## config.mk

```make
export PLATFORM = sky130hd
export DESIGN_NAME = stacked_arena_bump_allocator_top
export DESIGN_NICKNAME = d
export VERILOG_FILES = /design/src/hw/rtl/sab_pkg.sv /design/src/hw/rtl/sab_alu.sv /design/src/hw/rtl/stacked_arena_bump_allocator_top.sv
export VERILOG_INCLUDE_DIRS = /design/src /design/src/hw/rtl
export SDC_FILE = /design/constraint.sdc
export NUM_CORES = 2
export LEC_CHECK = 0
export BUFFER_PORTS_ARGS = -buffer_cell sky130_fd_sc_hd__buf_2
export CAP_MARGIN = 20
export CORE_MARGIN = 8
export CORE_UTILIZATION = 40
export CTS_CLUSTER_DIAMETER = 60
export DETAILED_ROUTE_END_ITERATION = 12
export GPL_ROUTABILITY_DRIVEN = 0
export PLACE_DENSITY = 0.59
export RECOVER_POWER = 50
export SETUP_SLACK_MARGIN = 0.3
export SLEW_MARGIN = 30
export SYNTH_ARGS = -nofsm -noshare
export SYNTH_HDL_FRONTEND = slang
export SYNTH_HIERARCHICAL = 1
export SYNTH_SLANG_ARGS = --single-unit
```

## constraint.sdc

```tcl
create_clock -name i_clk -period 9.8 [get_ports i_clk]
set_input_delay 0 -clock i_clk [delete_from_list [all_inputs] [get_ports i_clk]]
set_output_delay 0 -clock i_clk [all_outputs]
set_load 0.01 [all_outputs]
```

## src/hw/rtl/stacked_arena_bump_allocator_top_defines.svh

```systemverilog
// Assertion macros for the allocator
`ifndef STACKED_ARENA_BUMP_ALLOCATOR_TOP_DEFINES_SVH
`define STACKED_ARENA_BUMP_ALLOCATOR_TOP_DEFINES_SVH
`define SAB_ASSERT_IMP(lbl, clk, rstn, a, c) \
    lbl: assert property (@(posedge clk) disable iff (!rstn) (a) |-> (c)) \
        else $error("assertion failed");
`define SAB_ASSERT_NXT(lbl, clk, rstn, a, c) \
    lbl: assert property (@(posedge clk) disable iff (!rstn) (a) |=> (c)) \
        else $error("assertion failed");
`endif

```

## src/hw/rtl/sab_pkg.sv

```systemverilog
// ---------------------------------------------------------------------------
// sab_pkg
// Shared types and constants of the stacked arena allocator.
// ---------------------------------------------------------------------------
package sab_pkg;
    localparam logic [1:0] ST_OK        = 2'd0;
    localparam logic [1:0] ST_TOO_LARGE = 2'd1;
    localparam logic [1:0] ST_NO_ARENA  = 2'd2;
    localparam logic [1:0] ST_BAD_FREE  = 2'd3;
    localparam logic       REQ_ALLOC    = 1'b0;
    localparam logic       REQ_FREE     = 1'b1;

    typedef enum logic [2:0] {
        OP_ADD = 3'b001,
        OP_SUB = 3'b010,
        OP_PASS = 3'b100
    } t_alu_op;

    typedef struct packed {
        t_alu_op     op;
        logic [31:0] a;
        logic [31:0] b;
    } t_alu_req;

    typedef struct packed {
        logic [32:0] sum;
    } t_alu_rsp;
endpackage

```

## src/hw/rtl/sab_alu.sv

```systemverilog
// ---------------------------------------------------------------------------
// sab_alu
// Shared adder and subtractor used by the read and address steps of the sequencer.
// ---------------------------------------------------------------------------
module sab_alu (
    input  sab_pkg::t_alu_req i_req,
    output sab_pkg::t_alu_rsp o_rsp
);
    import sab_pkg::*;

    always_comb begin
        unique case (i_req.op)
            OP_ADD:  o_rsp.sum = {1'b0, i_req.a} + {1'b0, i_req.b};
            OP_SUB:  o_rsp.sum = {1'b0, i_req.a} - {1'b0, i_req.b};
            OP_PASS: o_rsp.sum = {1'b0, i_req.a};
            default: o_rsp.sum = '0;
        endcase
    end
endmodule

```

## src/hw/rtl/stacked_arena_bump_allocator_top.sv

```systemverilog
// Each request runs through a small sequencer around one shared adder: read the
// stack tops, fetch the arena entry, check, form the address, update, respond.
// A rejected request (too large, no free arena, free outside the region) goes
// from the check straight to respond, and a free skips forming the address.
// A free that drains its arena walks the arena stack instead, popping empty
// arenas until the stack is empty or a live arena is on top. The sequencer
// goes back to idle as the result word appears and takes the next request
// word in the cycle after. The result waits in an output register, and the
// sequencer holds in its respond step only while an earlier result is still
// stalled there. No clearing pass is needed after reset.
// ---------------------------------------------------------------------------
// stacked_arena_bump_allocator_top
// Bump allocator over a stack of fixed-size arenas with a free-slot stack.
// ---------------------------------------------------------------------------
module stacked_arena_bump_allocator_top #(
    parameter int ARENA_BYTES = 65536,
    parameter int ARENA_SLOTS = 64
) (
    input  logic        i_clk,
    input  logic        i_rst_n,
    input  logic        i_cfg_we,
    input  logic [31:0] i_cfg_wdata,
    input  logic        i_in_valid,
    output logic        o_in_stall,
    input  logic        i_req_type,
    input  logic [31:0] i_size_bytes,
    input  logic [31:0] i_block_address,
    output logic        o_out_valid,
    input  logic        i_out_stall,
    output logic [31:0] o_granted_address,
    output logic [1:0]  o_status,
    output logic [22:0] o_bytes_in_use
);
    import sab_pkg::*;
    `include "stacked_arena_bump_allocator_top_defines.svh"

    localparam int SW = $clog2(ARENA_SLOTS);
    localparam int CW = SW + 1;
    localparam int AW = $clog2(ARENA_BYTES);
    localparam int FW = AW + 1;
    localparam int LW = AW - 3;

    typedef enum logic [9:0] {
        S_IDLE  = 10'b0000000001,
        S_READ  = 10'b0000000010,
        S_FETCH = 10'b0000000100,
        S_CHECK = 10'b0000001000,
        S_ADDR  = 10'b0000010000,
        S_UPD   = 10'b0000100000,
        S_POPRD = 10'b0001000000,
        S_POPLV = 10'b0010000000,
        S_POPCK = 10'b0100000000,
        S_OUT   = 10'b1000000000
    } t_state;

    t_state r_state;
    logic [31:0] r_base, r_size, r_addr, r_gaddr, r_offset;
    logic        r_type;
    logic [1:0]  r_status;
    logic [CW-1:0] r_depth, r_fcnt;
    logic [22:0] r_held;
    logic        r_ovld;
    logic [SW-1:0] r_slot, r_top, r_fslot;
    logic        r_push;
    logic [FW-1:0] r_fill;
    logic [LW-1:0] r_live_rd;

    logic [SW-1:0] m_astk [ARENA_SLOTS];
    logic [SW-1:0] m_fstk [ARENA_SLOTS];
    logic [FW-1:0] m_fill [ARENA_SLOTS];
    logic [LW-1:0] m_live [ARENA_SLOTS];
    logic [ARENA_SLOTS-1:0] r_lvalid;
    logic [ARENA_SLOTS-1:0] r_fvalid;

    t_alu_req alu_req;
    t_alu_rsp alu_rsp;
    sab_alu u_alu (.i_req(alu_req), .o_rsp(alu_rsp));

    logic [32:0] need;
    logic [31:0] sz1;
    logic        too_large;
    assign sz1  = (r_size == 32'd0) ? 32'd1 : r_size;
    assign need = ({1'b0, sz1} + 33'd15) & ~33'd15;
    assign too_large = need >= 33'(ARENA_BYTES);

    logic [SW-1:0] fidx;
    assign fidx = r_fcnt[SW-1:0] - SW'(1);

    logic in_range;
    logic [SW-1:0] free_slot;
    logic [SW-1:0] fetch_slot;
    logic          out_free;
    assign in_range   = 64'(r_offset) < 64'(ARENA_SLOTS) * 64'(ARENA_BYTES);
    assign free_slot  = SW'(r_offset >> AW);
    assign fetch_slot = (r_type == REQ_FREE) ? free_slot : r_top;
    assign out_free   = !r_ovld || !i_out_stall;

    always_comb begin
        alu_req = '{op: OP_PASS, a: 32'd0, b: 32'd0};
        unique case (r_state)
            S_READ:  alu_req = '{op: OP_SUB, a: r_addr, b: r_base};
            S_ADDR:  alu_req = '{op: OP_ADD, a: r_base,
                                 b: 32'(r_slot) << AW | 32'(r_fill)};
            default: alu_req = '{op: OP_PASS, a: 32'd0, b: 32'd0};
        endcase
    end

    assign o_in_stall = (r_state != S_IDLE);

    always_ff @(posedge i_clk) begin
        if (!i_rst_n) begin
            r_state <= S_IDLE; r_base <= '0; r_depth <= '0;
            r_fcnt <= CW'(ARENA_SLOTS); r_held <= '0; r_ovld <= 1'b0;
            r_lvalid <= '0; r_fvalid <= '0;
        end else begin
            if (i_cfg_we) r_base <= i_cfg_wdata;
            if (r_state == S_OUT && out_free) r_ovld <= 1'b1;
            else if (!i_out_stall) r_ovld <= 1'b0;
            unique case (r_state)
                S_IDLE: if (i_in_valid && !o_in_stall) begin
                    r_type <= i_req_type; r_size <= i_size_bytes;
                    r_addr <= i_block_address; r_state <= S_READ;
                end
                S_READ: begin
                    r_top <= m_astk[r_depth[SW-1:0] - SW'(1)];
                    r_fslot <= r_fvalid[fidx] ? m_fstk[fidx] :
                               SW'(ARENA_SLOTS - int'(r_fcnt));
                    r_offset <= alu_rsp.sum[31:0];
                    r_state <= S_FETCH;
                end
                S_FETCH: begin
                    r_slot <= fetch_slot;
                    r_fill <= m_fill[fetch_slot];
                    r_live_rd <= r_lvalid[fetch_slot] ? m_live[fetch_slot] : '0;
                    r_state <= S_CHECK;
                end
                S_CHECK: begin
                    if (r_type == REQ_FREE) begin
                        r_status <= in_range ? ST_OK : ST_BAD_FREE;
                        r_state <= in_range ? S_UPD : S_OUT;
                    end else if (too_large) begin
                        r_status <= ST_TOO_LARGE;
                        r_state <= S_OUT;
                    end else if (r_depth == '0 ||
                                 33'(r_fill) + need > 33'(ARENA_BYTES)) begin
                        if (r_fcnt == '0 || r_depth >= CW'(ARENA_SLOTS)) begin
                            r_status <= ST_NO_ARENA;
                            r_state <= S_OUT;
                        end else begin
                            r_status <= ST_OK;
                            r_slot <= r_fslot; r_fill <= '0; r_push <= 1'b1;
                            r_live_rd <= '0; r_state <= S_ADDR;
                        end
                    end else begin
                        r_status <= ST_OK; r_push <= 1'b0; r_state <= S_ADDR;
                    end
                end
                S_ADDR: begin
                    r_gaddr <= alu_rsp.sum[31:0];
                    r_state <= S_UPD;
                end
                S_UPD: begin
                    if (r_type == REQ_ALLOC) begin
                        if (r_push) begin
                            m_astk[r_depth[SW-1:0]] <= r_slot;
                            r_depth <= r_depth + CW'(1);
                            r_fcnt <= r_fcnt - CW'(1);
                            r_held <= r_held + 23'(ARENA_BYTES);
                        end
                        m_fill[r_slot] <= r_fill + FW'(need);
                        m_live[r_slot] <= r_live_rd + LW'(1);
                        r_lvalid[r_slot] <= 1'b1;
                        r_state <= S_OUT;
                    end else if (r_live_rd == '0) begin
                        r_status <= ST_BAD_FREE;
                        r_state <= S_OUT;
                    end else begin
                        m_live[r_slot] <= r_live_rd - LW'(1);
                        r_lvalid[r_slot] <= 1'b1;
                        r_state <= (r_live_rd == LW'(1)) ? S_POPRD : S_OUT;
                    end
                end
                S_POPRD: begin
                    if (r_depth == '0) r_state <= S_OUT;
                    else begin
                        r_top <= m_astk[r_depth[SW-1:0] - SW'(1)];
                        r_state <= S_POPLV;
                    end
                end
                S_POPLV: begin
                    r_live_rd <= r_lvalid[r_top] ? m_live[r_top] : '0;
                    r_state <= S_POPCK;
                end
                S_POPCK: begin
                    if (r_live_rd != '0) r_state <= S_OUT;
                    else begin
                        r_depth <= r_depth - CW'(1);
                        m_fstk[r_fcnt[SW-1:0]] <= r_top;
                        r_fvalid[r_fcnt[SW-1:0]] <= 1'b1;
                        r_fcnt <= r_fcnt + CW'(1);
                        r_held <= r_held - 23'(ARENA_BYTES);
                        r_state <= S_POPRD;
                    end
                end
                S_OUT: if (out_free) begin
                    o_granted_address <= (r_status == ST_OK && r_type == REQ_ALLOC)
                                         ? r_gaddr : 32'd0;
                    o_status <= r_status; o_bytes_in_use <= r_held;
                    r_state <= S_IDLE;
                end
                default: r_state <= S_IDLE;
            endcase
        end
    end

    assign o_out_valid = r_ovld;

    `SAB_ASSERT_IMP(a_fcnt_le, i_clk, i_rst_n, 1'b1, r_fcnt <= CW'(ARENA_SLOTS))
    `SAB_ASSERT_IMP(a_sum, i_clk, i_rst_n, 1'b1,
        int'(r_fcnt) + int'(r_depth) == ARENA_SLOTS)
    `SAB_ASSERT_NXT(a_busy, i_clk, i_rst_n, r_state == S_OUT, r_ovld)
endmodule
```

==> results.md <==
- First-pass GRT wire length: approximately 530000 um
- First-pass DRT Iterations: 7
- Max Clock Skew: 0.07383 ns
- Largest net degree at the start of global routing: 110
- Via count: between 70000 and 80000
- Mean Syn Cell Area: 18.59 sq um
- Port Buffers: 144
- Final nets: around 7800
- Setup CP Type: reg2reg
- F_max: 131.9 MHz
- GRT Overall Usage: 0.2081
- Synthesis warning total: 6
- DRC viols: 0
- Outcome: complete, but fails checks
- Core area: 327100 sq um
- CP Capture Type: register
- Vias per cell: approximately 6.0
- Initial Utilization: 0.4020
- Grt total ovfl: 0
- Most common cell after layout, fill and taps aside: edfxtp_1
- DP Wirelength: 226000 um
- Max transition margin: -1.503
- Netlist Area Pre-Place: 131500 sq um
- Commonest non-fill, non-tap cells in the layout: edfxtp_1, mux4_2, nand2_1, clkbuf_16, nor2_1
- Worst reg2reg path depth: 11
- Post-CTS resize count: 0
- Clock root cell: clkbuf_16
- Die X: 589.4 um
- Failing checks: max-capacitance violations, max-slew violations
- Crit path arrival time: 8.32 ns
- Sequential cell area: 90860 sq um
- Area grow syn2layout: 14.67%
- Post-detailed-route wirelength per cell: around 30 um
- Peak VDD IR: ~0.14 mV
- Startpoint Class: register
- Period Utilization, post-route: 0.7738
- Hold WC Path Type: in2reg
- Hold Path Depth: 3
- Hold WS: 0.1858 ns
- Cell Pwr Density: 185.3 nW/um^2
- Cells after Synth: between 7000 and 8000
- P_leak: 48.85 nW
- Initial drt markers: between 8000 and 9000
- Vias in the first global route: roughly 73000
- TritonCTS Buffers: 337
- Endpoint required time on the critical path: approximately 11 ns
- Pre-CTS setup slack: approximately 4 ns
- CTS clk-pin slew, worst paths: 0.06 ns
- Multi-input gate area: 38990 sq um
- Htree depth: 5
- CTS tree: yes
- Antenna viol nets, final: 0
- Total routed wirelength: 371200 um
- RSZ-0062 raised after global routing: false
- Die Y: 589.4 um
- Final Slew Violations: 2073
- Layout fillers: 27472
- Cts hold-fix bufs: 224
- Min Tclk post-route: 7.584 ns
- Clock latency on the worst-skew pair: 0.94 ns
- Post-CTS Setup Inserts: 0
- Final setup margin: 2.216 ns
- Setup tns final: 0 ns
- Clock tree buffer depth: 4
- Die area: 347400 sq um
- # setup viols final: 0
- Share of layout cells above drive strength 1: 0.2411
- Max Cap Viol: 48
- Initial antenna violation count: 28
- Least-Margin Pin Slew: between 3 and 4 ns
- Clock sinks: between 3000 and 4000
- IO Pins: 161
- Endpoints failing hold: 0
- CP Max Fanout: 31
- Number of placement rows: 210
## metrics by stage
| stage | cell area (sq um) | power [mW] | utilization | std cells |
|---|---|---|---|---|
| after floorplan | 131600 | 15.44 | - | 7089 |
| after global placement | 138200 | 15.80 | 0.4223 | 11366 |
| after detailed placement | 138300 | 15.81 | 0.4229 | 11368 |
| after CTS | 151300 | 28.12 | 0.4624 | 12203 |
| after global routing | 150800 | 28.72 | 0.4609 | 12220 |
| final | 150800 | 27.95 | 0.4610 | 12229 |
## state kept, by name, indices dropped and copies added (netlist names), 10 cells and up, named ones only
name               cells
m_astk               384
m_fill              1088
m_fstk               384
m_live               832
o_granted_address     32
r_addr                32
r_base                32
r_fill                17
r_fvalid              64
r_gaddr               32
r_live_rd             13
r_lvalid              64
r_offset              16
r_size                32
r_state               10
## critical path: stages (launching register included)
cell and delay [ns]:
edfxtp_1 0.32, clkbuf_1 1.59, mux2i_4 0.41, clkbuf_1 2.01, buf_4 0.81, nand2_1 0.09
and3_1 0.24, a311oi_1 0.76, a311oi_1 0.18, nor3_4 0.65, nand3_1 0.18, nand2_1 0.12
## final cells by class
type | count | area share
Sequential cell | 3091 | 0.6026
Clock inverter | 177 | 0.01029
Clock buffer | 434 | 0.06055
Tap cell | 4346 | 0.03606
Inverter | 53 | 0.001336
Multi-Input combinational cell | 3486 | 0.2586
Antenna cell | 22 | 0.0003651
Timing Repair Buffer | 620 | 0.03026
## metal layers
metal | vias up | track usage | share of wire
met5 | - | 0 | 0.00017
met4 | 8 | 0.07020 | 0.040
met3 | 746 | 0.03828 | 0.079
met2 | 3438 | 0.3356 | 0.47
met1 | 38990 | 0.2866 | 0.41
li1 | 29997 | - | -
## where the power goes
group | total [mW] | leakage [nW] | internal [mW] | switching (mW)
Combinational | 1.18 | 16.0 | 0.457 | 0.721
Sequential | 14.4 | 27.6 | 14.4 | 0.0354
Clock | 12.3 | 5.21 | 7.08 | 5.24
Total | 27.9 | 48.8 | 22.0 | 5.99
## worst paths after layout
| check | endpoint | slack [ns] | from |
|---|---|---|---|
| worst max-delay path | r_live_rd[10] | 2.22 | r_type |
| worst min-delay path | r_state[1] | 0.19 | i_in_valid |
| worst max register to register | r_live_rd[10] | 2.22 | r_type |
| worst min register to register | r_fvalid[5] | 0.45 | r_fvalid[5] |
Power figures use the tool's default switching activity.
